File: config.mk
export PLATFORM = sky130hd
export DESIGN_NAME = pedestrian_traffic_light_fsm_flat
export DESIGN_NICKNAME = d
export VERILOG_FILES = /design/src/rtl/ptl_pkg.sv /design/src/rtl/ptl_if.sv /design/src/rtl/ptl_step.sv /design/src/rtl/pedestrian_traffic_light_fsm.sv /design/src/flat_wrapper.sv
export SDC_FILE = /design/constraint.sdc
export NUM_CORES = 1
export LEC_CHECK = 0
export BUFFER_PORTS_ARGS = -buffer_cell sky130_fd_sc_hd__buf_4
export CAP_MARGIN = 25
export CORE_UTILIZATION = 40
export DETAILED_ROUTE_END_ITERATION = 7
export PLACE_DENSITY = 0.59
export SYNTH_ARGS = -nofsm -noshare
export SYNTH_HDL_FRONTEND = slang
export SYNTH_SLANG_ARGS = --single-unit
File: constraint.sdc
create_clock -name clk_i -period 3.33 [get_ports clk_i]
set_input_delay 0.4995 -clock clk_i [delete_from_list [all_inputs] [get_ports clk_i]]
set_output_delay 0.4995 -clock clk_i [all_outputs]
set_load 0.01 [all_outputs]
File: src/rtl/ptl_pkg.sv
`timescale 1ns / 1ps

package ptl_pkg;

  typedef enum logic [1:0] {
    PH_GREEN  = 2'd0,
    PH_YELLOW = 2'd1,
    PH_RED    = 2'd2
  } phase_e;

  // register indexes on the configuration port
  localparam int unsigned CfgIdxW = 2;
  localparam logic [CfgIdxW-1:0] REG_GREEN  = 2'd0;
  localparam logic [CfgIdxW-1:0] REG_YELLOW = 2'd1;
  localparam logic [CfgIdxW-1:0] REG_RED    = 2'd2;

  localparam logic [7:0] GREEN_RST  = 8'd10;
  localparam logic [7:0] YELLOW_RST = 8'd20;
  localparam logic [7:0] RED_RST    = 8'd20;

  // lamp bit positions
  localparam int unsigned L_CG = 0;
  localparam int unsigned L_CY = 1;
  localparam int unsigned L_CR = 2;
  localparam int unsigned L_WG = 3;
  localparam int unsigned L_WY = 4;
  localparam int unsigned L_WR = 5;

  typedef struct packed {
    logic [7:0] green_half_seconds;
    logic [7:0] yellow_ticks;
    logic [7:0] red_ticks;
  } cfg_t;

  typedef struct packed {
    phase_e     phase;
    logic [8:0] tick;
    logic       mode;       // crossing mode
    logic       ny_par;     // normal yellow parity
    logic       cy_par;     // crossing yellow parity
    logic       cr_par;     // crossing red parity
    logic       pend_green; // return to green owed after the coming red
    logic       red_cross;  // running red pass belongs to crossing mode
    logic [5:0] lamps;
  } st_t;

  typedef struct packed {
    logic       car_green;
    logic       car_yellow;
    logic       car_red;
    logic       walk_green;
    logic       walk_yellow;
    logic       walk_red;
    logic       ped_mode;
    logic [1:0] phase_now;
  } res_t;

  function automatic logic [7:0] at_least_one(logic [7:0] v);
    return (v == 8'd0) ? 8'd1 : v;
  endfunction

  function automatic st_t green_lamps(st_t s);
    st_t r;
    r = s;
    r.lamps[L_CG] = 1'b1;
    r.lamps[L_CR] = 1'b0;
    r.lamps[L_CY] = 1'b0;
    return r;
  endfunction

  function automatic st_t enter_green(st_t s);
    st_t r;
    r = green_lamps(s);
    r.phase      = PH_GREEN;
    r.tick       = '0;
    r.pend_green = 1'b0;
    return r;
  endfunction

  function automatic st_t enter_cross_yellow(st_t s);
    st_t r;
    r = s;
    r.phase = PH_YELLOW;
    r.tick  = '0;
    r.lamps[L_WR] = ~s.cy_par;
    r.lamps[L_CY] = 1'b0;
    return r;
  endfunction

  function automatic st_t enter_yellow(st_t s);
    st_t r;
    r = s;
    r.phase = PH_YELLOW;
    r.tick  = '0;
    r.lamps[L_CG] = 1'b0;
    r.lamps[L_CR] = 1'b0;
    if (!s.mode) begin
      r.lamps[L_WG] = 1'b0;
      r.lamps[L_WR] = 1'b0;
    end else begin
      r = enter_cross_yellow(r);
    end
    return r;
  endfunction

  function automatic st_t enter_red(st_t s);
    st_t r;
    r = s;
    r.phase = PH_RED;
    r.tick  = '0;
    r.lamps[L_CY] = 1'b0;
    r.lamps[L_WY] = 1'b0;
    if (s.mode) begin
      r.red_cross = 1'b1;
      r.cr_par    = ~s.cr_par;
      if (!s.cr_par) begin
        r.lamps[L_WR] = 1'b0;
        r.lamps[L_CR] = 1'b1;
        r.lamps[L_WG] = 1'b1;
      end else begin
        // second crossing red pass goes straight back to green
        r.lamps[L_WG] = 1'b0;
        r.lamps[L_WR] = 1'b1;
        r.mode        = 1'b0;
        r = enter_green(r);
      end
    end else begin
      r.red_cross   = 1'b0;
      r.lamps[L_CR] = 1'b1;
      r.lamps[L_WG] = 1'b1;
    end
    return r;
  endfunction

endpackage

File: src/rtl/ptl_if.sv
`timescale 1ns / 1ps

interface ptl_in_if;
  logic valid;
  logic ready;
  logic request;

  modport source (output valid, output request, input ready);
  modport sink   (input valid, input request, output ready);
endinterface

interface ptl_out_if;
  logic       valid;
  logic       ready;
  logic       car_green;
  logic       car_yellow;
  logic       car_red;
  logic       walk_green;
  logic       walk_yellow;
  logic       walk_red;
  logic       ped_mode;
  logic [1:0] phase_now;

  modport source (
    output valid, output car_green, output car_yellow, output car_red,
    output walk_green, output walk_yellow, output walk_red,
    output ped_mode, output phase_now, input ready
  );
  modport sink (
    input valid, input car_green, input car_yellow, input car_red,
    input walk_green, input walk_yellow, input walk_red,
    input ped_mode, input phase_now, output ready
  );
endinterface

File: src/rtl/ptl_step.sv
`timescale 1ns / 1ps

module ptl_step
  import ptl_pkg::*;
(
  input  st_t  st_i,
  input  logic request_i,
  input  cfg_t cfg_i,
  output st_t  st_o,
  output res_t res_o
);

  logic [7:0] g_len;
  logic [7:0] y_len;
  logic [7:0] r_len;

  assign g_len = at_least_one(cfg_i.green_half_seconds);
  assign y_len = at_least_one(cfg_i.yellow_ticks);
  assign r_len = at_least_one(cfg_i.red_ticks);

  // next state for one tick
  always_comb begin
    st_t  s;
    logic mode_before;
    logic y_done;
    logic to_red;

    s           = st_i;
    mode_before = st_i.mode;
    y_done      = 1'b0;
    to_red      = 1'b0;
    if (request_i) s.mode = 1'b1;

    unique case (s.phase)
      PH_GREEN: begin
        s      = green_lamps(s);
        s.tick = s.tick + 9'd1;
        // request and length checked every second tick
        if (!s.tick[0] && (s.mode || (s.tick[8:1] >= g_len))) begin
          if (s.mode) s.lamps[L_WR] = 1'b1;
          s = enter_yellow(s);
        end
      end
      PH_YELLOW: begin
        s      = st_i;
        s.mode = st_i.mode | request_i;
        s.tick = st_i.tick + 9'd1;
        y_done = (s.tick >= {1'b0, y_len});
        if (!mode_before) begin
          s.lamps[L_CY] = ~s.lamps[L_CY];
          if (s.mode || y_done) begin
            if (y_done) begin
              if (!s.ny_par) to_red = 1'b1;
              else s.pend_green = 1'b1;
              s.ny_par = ~s.ny_par;
            end
            if (s.mode) s = enter_cross_yellow(s);
            else if (to_red) s = enter_red(s);
            else s = enter_green(s);
          end
        end else begin
          s.lamps[L_CY] = ~s.lamps[L_CY];
          s.lamps[L_WY] = ~s.lamps[L_WY];
          if (y_done) begin
            s.cy_par = ~s.cy_par;
            s = enter_red(s);
          end
        end
      end
      PH_RED: begin
        s.tick = s.tick + 9'd1;
        if (s.tick >= {1'b0, r_len}) begin
          // a request during normal red is dropped at its end
          if (s.red_cross) s.lamps[L_CR] = 1'b0;
          else s.mode = 1'b0;
          if (s.pend_green) s = enter_green(s);
          else s = enter_yellow(s);
        end
      end
      default: begin
        s = enter_green(s);
      end
    endcase

    st_o = s;
  end

  // result fields follow the state after the tick
  always_comb begin
    res_o.car_green   = st_o.lamps[L_CG];
    res_o.car_yellow  = st_o.lamps[L_CY];
    res_o.car_red     = st_o.lamps[L_CR];
    res_o.walk_green  = st_o.lamps[L_WG];
    res_o.walk_yellow = st_o.lamps[L_WY];
    res_o.walk_red    = st_o.lamps[L_WR];
    res_o.ped_mode    = st_o.mode;
    res_o.phase_now   = st_o.phase;
  end

endmodule

File: src/rtl/pedestrian_traffic_light_fsm.sv
`timescale 1ns / 1ps

// Channel   Dir  Payload                                   Per item
// in_if     in   request                                   one tick
// out_if    out  six lamps, ped_mode, phase_now            one result per tick
// cfg       in   cfg_we_i / cfg_idx_i / cfg_data_i         register write
//
// One tick is taken per cycle while in_if.ready is high; result goes to the
// output register. The tick state and the result register load together.
// in_if.ready is high while the output register is empty or being taken,
// so a stalled sink holds one result and stops further ticks.
// Reset loads the register defaults, phase green and all lamps off.

module pedestrian_traffic_light_fsm
  import ptl_pkg::*;
(
  input  logic                 clk_i,
  input  logic                 rst_ni,
  input  logic                 cfg_we_i,
  input  logic [CfgIdxW-1:0]   cfg_idx_i,
  input  logic [7:0]           cfg_data_i,
  ptl_in_if.sink               in_if,
  ptl_out_if.source            out_if
);

  cfg_t cfg_q;
  st_t  st_q;
  st_t  st_d;
  res_t res_d;
  res_t out_q;
  logic out_valid_q;
  logic in_acc;

  always_ff @(posedge clk_i or negedge rst_ni) begin
    if (!rst_ni) begin
      cfg_q.green_half_seconds <= GREEN_RST;
      cfg_q.yellow_ticks       <= YELLOW_RST;
      cfg_q.red_ticks          <= RED_RST;
    end else if (cfg_we_i) begin
      unique case (cfg_idx_i)
        REG_GREEN:  cfg_q.green_half_seconds <= cfg_data_i;
        REG_YELLOW: cfg_q.yellow_ticks       <= cfg_data_i;
        REG_RED:    cfg_q.red_ticks          <= cfg_data_i;
        default: ;
      endcase
    end
  end

  assign in_if.ready = !out_valid_q || out_if.ready;
  assign in_acc      = in_if.valid && in_if.ready;

  ptl_step u_step (
    .st_i      (st_q),
    .request_i (in_if.request),
    .cfg_i     (cfg_q),
    .st_o      (st_d),
    .res_o     (res_d)
  );

  always_ff @(posedge clk_i or negedge rst_ni) begin
    if (!rst_ni) begin
      st_q.phase      <= PH_GREEN;
      st_q.tick       <= '0;
      st_q.mode       <= 1'b0;
      st_q.ny_par     <= 1'b0;
      st_q.cy_par     <= 1'b0;
      st_q.cr_par     <= 1'b0;
      st_q.pend_green <= 1'b0;
      st_q.red_cross  <= 1'b0;
      st_q.lamps      <= '0;
      out_valid_q     <= 1'b0;
    end else if (in_acc) begin
      st_q        <= st_d;
      out_valid_q <= 1'b1;
    end else if (out_if.ready) begin
      out_valid_q <= 1'b0;
    end
  end

  always_ff @(posedge clk_i) begin
    if (in_acc) out_q <= res_d;
  end

  assign out_if.valid       = out_valid_q;
  assign out_if.car_green   = out_q.car_green;
  assign out_if.car_yellow  = out_q.car_yellow;
  assign out_if.car_red     = out_q.car_red;
  assign out_if.walk_green  = out_q.walk_green;
  assign out_if.walk_yellow = out_q.walk_yellow;
  assign out_if.walk_red    = out_q.walk_red;
  assign out_if.ped_mode    = out_q.ped_mode;
  assign out_if.phase_now   = out_q.phase_now;

  a_acc_valid: assert property (@(posedge clk_i) disable iff (!rst_ni)
    in_acc |=> out_valid_q)
    else $error("accepted item produced no result");

  a_stall_holds_state: assert property (@(posedge clk_i) disable iff (!rst_ni)
    out_valid_q && !out_if.ready |=> $stable(st_q))
    else $error("state advanced while result stalled");

  a_phase_match: assert property (@(posedge clk_i) disable iff (!rst_ni)
    out_valid_q |-> (out_q.phase_now == st_q.phase && out_q.ped_mode == st_q.mode))
    else $error("result out of step with state");

  a_car_lamps: assert property (@(posedge clk_i) disable iff (!rst_ni)
    out_valid_q |-> !(out_q.car_green && out_q.car_red))
    else $error("car green and red lit together");

endmodule
File: src/flat_wrapper.sv
// flat-port wrapper written by rule: the top's interface ports become plain ports
module pedestrian_traffic_light_fsm_flat import ptl_pkg::*;
  (clk_i, rst_ni, cfg_we_i, cfg_idx_i, cfg_data_i, in_if_valid, in_if_request, in_if_ready, out_if_valid, out_if_car_green, out_if_car_yellow, out_if_car_red, out_if_walk_green, out_if_walk_yellow, out_if_walk_red, out_if_ped_mode, out_if_phase_now, out_if_ready);
  ptl_in_if in_if_i ();
  ptl_out_if out_if_i ();
  input  logic clk_i;
  input  logic rst_ni;
  input  logic cfg_we_i;
  input  logic [CfgIdxW-1:0] cfg_idx_i;
  input  logic [7:0] cfg_data_i;
  input wire logic [$bits(in_if_i.valid)-1:0] in_if_valid;
  input wire logic [$bits(in_if_i.request)-1:0] in_if_request;
  output wire logic [$bits(in_if_i.ready)-1:0] in_if_ready;
  output wire logic [$bits(out_if_i.valid)-1:0] out_if_valid;
  output wire logic [$bits(out_if_i.car_green)-1:0] out_if_car_green;
  output wire logic [$bits(out_if_i.car_yellow)-1:0] out_if_car_yellow;
  output wire logic [$bits(out_if_i.car_red)-1:0] out_if_car_red;
  output wire logic [$bits(out_if_i.walk_green)-1:0] out_if_walk_green;
  output wire logic [$bits(out_if_i.walk_yellow)-1:0] out_if_walk_yellow;
  output wire logic [$bits(out_if_i.walk_red)-1:0] out_if_walk_red;
  output wire logic [$bits(out_if_i.ped_mode)-1:0] out_if_ped_mode;
  output wire logic [$bits(out_if_i.phase_now)-1:0] out_if_phase_now;
  input wire logic [$bits(out_if_i.ready)-1:0] out_if_ready;
  assign in_if_i.valid = in_if_valid;
  assign in_if_i.request = in_if_request;
  assign in_if_ready = in_if_i.ready;
  assign out_if_valid = out_if_i.valid;
  assign out_if_car_green = out_if_i.car_green;
  assign out_if_car_yellow = out_if_i.car_yellow;
  assign out_if_car_red = out_if_i.car_red;
  assign out_if_walk_green = out_if_i.walk_green;
  assign out_if_walk_yellow = out_if_i.walk_yellow;
  assign out_if_walk_red = out_if_i.walk_red;
  assign out_if_ped_mode = out_if_i.ped_mode;
  assign out_if_phase_now = out_if_i.phase_now;
  assign out_if_i.ready = out_if_ready;
  pedestrian_traffic_light_fsm u_core (.clk_i(clk_i), .rst_ni(rst_ni), .cfg_we_i(cfg_we_i), .cfg_idx_i(cfg_idx_i), .cfg_data_i(cfg_data_i), .in_if(in_if_i), .out_if(out_if_i));
endmodule
# After elaboration in Yosys (flattened, before gate mapping)
# Cells that the tools add are included.
[word_totals] output_inout_bits=11 inputBits=16 regBits=57 word_cells=111
[classes] bitwise_logic=9 eq_ne=14 reduce_logical=23 mux=40 addsub=1 n_lt_le_gt_ge=3
[op_table] op="two-way mux 23 bit" n=7
[op_table] op="one-hot mux 23 bit (3 select lines)" n=1
[op_table] op="zero test 8 bit" n=3
[op_table] op="two-way mux 8 bit" n=3
[op_table] op="two-way mux 22 bit" n=1
[op_table] op="two-way mux 1 bit" n=21
[op_table] op="greater-or-equal comparator 9 x 8 -> 1 bit" n=2
[op_table] op="two-way mux 17 bit" n=1
[op_table] op="two-way mux 16 bit" n=1
[op_table] op="AND reduction 6 bit" n=2
[op_table] op="two-way mux 2 bit" n=5
[op_table] op="AND reduction 10 bit" n=1
[op_table] op="adder 9 x 1 -> 9 bit (second input constant)" n=1
[op_table] op="!= test 3 bit (second input constant)" n=3
[op_table] op="greater-or-equal comparator 8 bit" n=1
[op_table] op="!= test 2 bit (second input constant)" n=4
[op_table] op="inverter 1 bit" n=8
[op_table] op="AND reduction 8 bit" n=1
[op_table] op="AND reduction 7 bit" n=1
[op_table] op="AND reduction 2 bit" n=3
[op_table] op="nonzero test 2 bit" n=3
[op_table] op="== test 2 x 1 -> 1 bit (second input constant)" n=2
[op_table] op="== test 2 bit (second input constant)" n=2
[op_table] op="zero test 2 bit" n=2
[op_table] op="other kinds (6)" n=11

# Longest topological paths before layout
[depth] ltp_word=12 depth_mapped=13 ltp_nobuf=12

# Cells and area by module
# A second synthesis with hierarchy kept.
[hier_totals] cells_unflattened=326 hier_area_um2=3570.9
[by_module_without_submodules] mod="pedestrian_traffic_light_fsm" area_per_inst_um2=2089.5 cells_per_inst=113 instances=1 seq_area_each_um2=1478.9
[by_module_without_submodules] mod="ptl_step" area_per_inst_um2=1481.4 cells_per_inst=213 instances=1 seq_area_each_um2=0.0

# Worst setup path before layout
# Ideal clock, no wire load.
[synth_timing] path_type="reg-to-reg" start="reg u_core.st_q[12] (netlist name)" end="reg u_core.out_q (netlist bit u_core.out_if.walk_red) (data pin)" setup_ns=0.180 synth_period_minus_slack_ns=3.051 t_arrival_ns=2.871 slack_ns=0.279 stages_incl_launch_ff=13 n_path_buf=1 t_required_ns=3.150 cell_sequence="dfrtp_1 -> ha_1 -> nand3_4 -> nor2_1 -> xor2_1 -> ha_1 -> and3_1 -> and3_1 -> a221oi_4 -> and2_1 -> buf_6 -> o21ai_0 -> o311ai_1"
[synth_lines] element="start: declaration" line_no="pedestrian_traffic_light_fsm.sv:27" rtl="st_t st_q;"
[synth_lines] element="start signal: assignment" line_no="pedestrian_traffic_light_fsm.sv:73" rtl="st_q <= st_d;"
[synth_lines] element="end signal: assignment" line_no="pedestrian_traffic_light_fsm.sv:81" rtl="if (in_acc) out_q <= res_d;"
[synth_lines] element="end: declaration" line_no="pedestrian_traffic_light_fsm.sv:30" rtl="res_t out_q;"

# Final worst setup path
[layout_timing] start="reg u_core.st_q[12] (netlist name)" end="reg u_core.st_q[13] (netlist name)"
[layout_via] elab_chain_len=6 word_cells_on_any_way=14 classes_between="add/sub (1); order compare (3); mux (6); reduce/logical (4)"
[layout_rtl] element="adder 9 x 1 -> 9 bit *" line_no="ptl_step.sv:37, ptl_step.sv:47, ptl_step.sv:71"
[layout_rtl] element="greater-or-equal comparator 9 x 8 -> 1 bit / greater-or-equal comparator 8 bit (equally long branches)" line_no="ptl_step.sv:48, ptl_step.sv:39"
[layout_rtl] element="logical OR 1 bit (on tied branches)" line_no="ptl_step.sv:51, ptl_step.sv:39"
[layout_rtl] element="two-way mux 23 bit / logical AND 1 bit (equally long branches)" line_no="ptl_step.sv:51, ptl_step.sv:39"
[layout_rtl] element="two-way mux 23 bit (on tied branches)" line_no="ptl_step.sv:49, ptl_step.sv:39"
[layout_rtl] element="one-hot mux 23 bit (3 select lines) *" line_no="ptl_step.sv:34" rtl="unique case (s.phase)"
# Mark *: on every way between the ends. The rest lies on a longest branch, timed or not. The select of a mux whose other input is x is not followed.
# A chain may end at the register's enable or synchronous reset.

==> summary.md <==
| Metric | Value |
|---|---|
| Post-Syn Area | `0.00349 mm2` |
| Sequential share of the synthesized area | `42.4%` |
| Fin util | `48.5%` |
| Net switching power | `1170 uW` |
| Status | `finished, final reports clean` |
| Final worst slack | `0.244 ns` |
| Post-DP HPWL | `5.94 mm` |
| Core Rows | `33` |
| Pwr dens | `740 mW/mm2` |
| Placement Setup Slack | `0.171 ns` |
| Post-Route Skew | `0.0110 ns` |
| Mapped Cells | `349` |
| Worst Setup Path Type | `reg2reg` |
| Largest net degree at the start of global routing | `49` |
| Fraction of registers with async set/reset | `84.2%` |
| Gpl congestion | `0.913` |
| Fraction of layout cells with a size suffix above 1 | `24.2%` |
| Hold_ws | `0.165 ns` |
| Antenna viol nets, final | `0` |
| Leakage power | `0.00186 uW` |
| Minimum clock period | `3.09 ns` |
| Max Freq | `0.324 GHz` |
| Worst VDD drop | `0.275 mV` |
| Reg clk slew, reported paths | `0.07 ns` |
| Synth Warn # | `0` |
| Global-route wire length before repair | `13.1 mm` |
| Clock power share | `21.3%` |
| IO buf count | `26` |
| WP data arrival | `3.33 ns` |
| Endpoints failing hold | `0` |
| Headroom to the max-slew limit | `58.6%` |
| Primary FF master, synth | `dfrtp_1` |
| Combinational share of power | `42.9%` |
| Setup TNS | `0 ns` |
| Grt total ovfl | `0` |
| Slew Limit Fails | `0` |
| Fin crit share | `92.7%` |
| R2R setup slack | `0.24 ns` |
| Mapped Avg Cell Area | `10.0 um2` |
| Total global-route track usage | `19.2%` |
| Clock sinks | `57` |
| WL final | `8.03 mm` |
| Drc violations | `0` |
| Flop and latch count out of synthesis | `57` |
| Switching share of total power | `39.0%` |
| Total CTS buffers | `9` |
| Distinct cells, synth | `66` |
| H-tree level count | `3` |
| Vias in the first global route | `2,603` |
| Core area | `0.00834 mm2` |
| Ports | `27` |
| R2r worst-path depth | `12` |
| Seq pwr share | `35.8%` |
| Initial antenna violation count | `0` |
| WL per Instance | `16.2 um` |
| Final setup vio count | `0` |
| Die outline height | `95.4 um` |
| Worst skew pair latency | `0.35 ns` |
| Post-synth EDFFs | `9` |
| Int Power | `1830 uW` |
| Worst Hold Class | `in2async` |
| Reg2Reg Capture Point | `u_core.st_q[13]` |
| Reg-to-reg startpoint | `u_core.st_q[12]` |
| Layout area overhead | `15.7%` |
| Startpoint types | `register` |
| Initial DRC count | `127` |
| Chip width | `95.4 um` |
| Filler cells | `797` |
| CTS tree | `yes` |
| Root Driver | `clkbuf_8` |
| Nets@finish | `428` |
| Vias after detailed routing | `2,734` |
| Clock tree buffer depth | `2` |
| Routed vias/inst | `5.50` |
| WP data required | `3.58 ns` |
| CP Capture Type | `register` |
| Initial Util | `41.9%` |
| Die area | `0.00911 mm2` |
| Max capacitance violation total | `0` |
| Drt pass-1 iters | `4` |
| Max Fanout on Critical Path | `6` |
| Worst Tran Pin Value | `0.622 ns` |
| Antenna Cells | `0` |
| Syn nets | `390` |
==> worst max-delay path, cell delays in order (launching register included) <==
cell and delay, ns:
dfrtp_1 0.40, ha_1 0.28, nand3_4 0.12, or3_4 0.39
and2_2 0.25, inv_2 0.10, ha_1 0.24, and3_1 0.19
o2111ai_1 0.13, a2bb2oi_2 0.25, a32oi_1 0.14, and2_2 0.28
o31ai_1 0.21
==> per-stage QoR <==
| stage | area, um2 | power (uW) | std cells |
|---|---|---|---|
| after floorplan | 3490 | 1940 | 349 |
| after global placement | 3840 | 2310 | 481 |
| after detailed placement | 3840 | 2320 | 481 |
| after CTS | 4030 | 2980 | 497 |
| after global routing | 4040 | 3220 | 497 |
| final | 4040 | 2990 | 497 |
==> worst max path at each step <==
| stage | slack [ns] | to | start | depth (start not counted) |
|---|---|---|---|---|
| floorplan | 0.28 | u_core.out_if.walk_red | u_core.st_q[12] | 12 |
| global placement | 0.22 | u_core.out_if.phase_now[0] | u_core.st_q[12] | 12 |
| detailed placement | 0.17 | u_core.st_q[13] | u_core.st_q[12] | 12 |
| CTS | 0.15 | u_core.st_q[13] | u_core.st_q[12] | 12 |
| global route | -0.003 | u_core.st_q[17] | u_core.st_q[12] | 12 |
| finish | 0.24 | u_core.st_q[13] | u_core.st_q[12] | 12 |
==> cells in the final DEF, fill, tap and decap left out, types with 6 or more instances in the layout <==
| master | count |
|---|---|
| a21oi_1 | 12 |
| and3_1 | 7 |
| buf_4 | 40 |
| clkbuf_8 | 10 |
| dfrtp_1 | 42 |
| dfstp_2 | 6 |
| edfxtp_1 | 9 |
| ha_1 | 25 |
| inv_1 | 28 |
| mux2_2 | 17 |
| nand2_1 | 30 |
| nand3_1 | 8 |
| nor2_1 | 19 |
| nor2b_1 | 7 |
| o21ai_0 | 29 |
| xor2_1 | 7 |
==> flip-flops by register name, summed over array words and instances, names as in the netlist <==
register,count
u_core.cfg_q,24
u_core.out_if.walk_red,1
u_core.out_if.car_green,1
u_core.out_if.ped_mode,1
u_core.out_if.walk_yellow,1
u_core.st_q,23
u_core.out_if.car_red,1
u_core.out_if.phase_now,2
u_core.out_if.valid,1
u_core.out_if.car_yellow,1
u_core.out_if.walk_green,1
==> layout make-up <==
class                      count  area, um2  share of cell area (%)
tap                          105        131                    3.25
clock inverter                 4       45.0                    1.11
timing repair buffer          40        300                    7.43
clock buffer                  12        145                    3.59
multi-input combinational    250       1830                    45.3
sequential                    57       1480                    36.6
inverter                      29        109                    2.69
==> kinds of logic after synthesis <==
| group | Yosys count | share of synthesized area, % |
|---|---|---|
| buffers and inverters | 42 | 5.59 |
| and+or+nand+nor | 103 | 15.7 |
| DFF | 57 | 42.4 |
| adders and majority gates | 25 | 8.96 |
| xor gates and xnor gates | 9 | 2.26 |
| AOI/OAI and AO/OA | 96 | 19.7 |
| muxes | 17 | 5.48 |
==> Yosys cell counts (5+ instances only) <==
cell type	n	share of area, %
and3_1	7	1.3
o21ai_0	29	4.2
nand3_1	8	1.1
mux2_2	17	5.5
dfrtp_1	42	30
o211ai_1	5	1.1
a21oi_1	12	1.7
ha_1	25	9.0
clkbuf_1	5	0.54
o31ai_1	5	1.1
nor2_1	19	2.0
nand2_1	30	3.2
edfxtp_1	9	7.7
nor2b_1	7	1.3
nand2b_1	5	0.90
inv_1	28	3.0
xor2_1	7	1.8
dfstp_2	6	4.5
==> power groups by stage <==
stage | registers [uW] | logic, uW | clock network [uW]
floorplan | 1030 | 906 | 0
global placement | 1080 | 1230 | 0
detailed placement | 1080 | 1240 | 0
CTS | 1070 | 1260 | 652
global route | 1100 | 1440 | 687
finish | 1070 | 1280 | 639
==> repair_timing <==
action | CTS | global route
hold buffers | 0 | 0
buffers inserted | 0 | 0
gates resized for setup | 0 | 2
endpoints found under the setup margin | 0 | 7
hold endpoints to repair | 0 | 0
==> per-layer routing <==
layer  vias up  global-route usage [%]  routed length (um)
li1       1357                       -                   -
met1      1304                    26.9                4040
met2        63                    28.2                3520
met3        10                    4.86                 335
met4         0                    7.71                 135
met5         -                       0                   0
No activity file was read; power rests on OpenSTA's default activity.
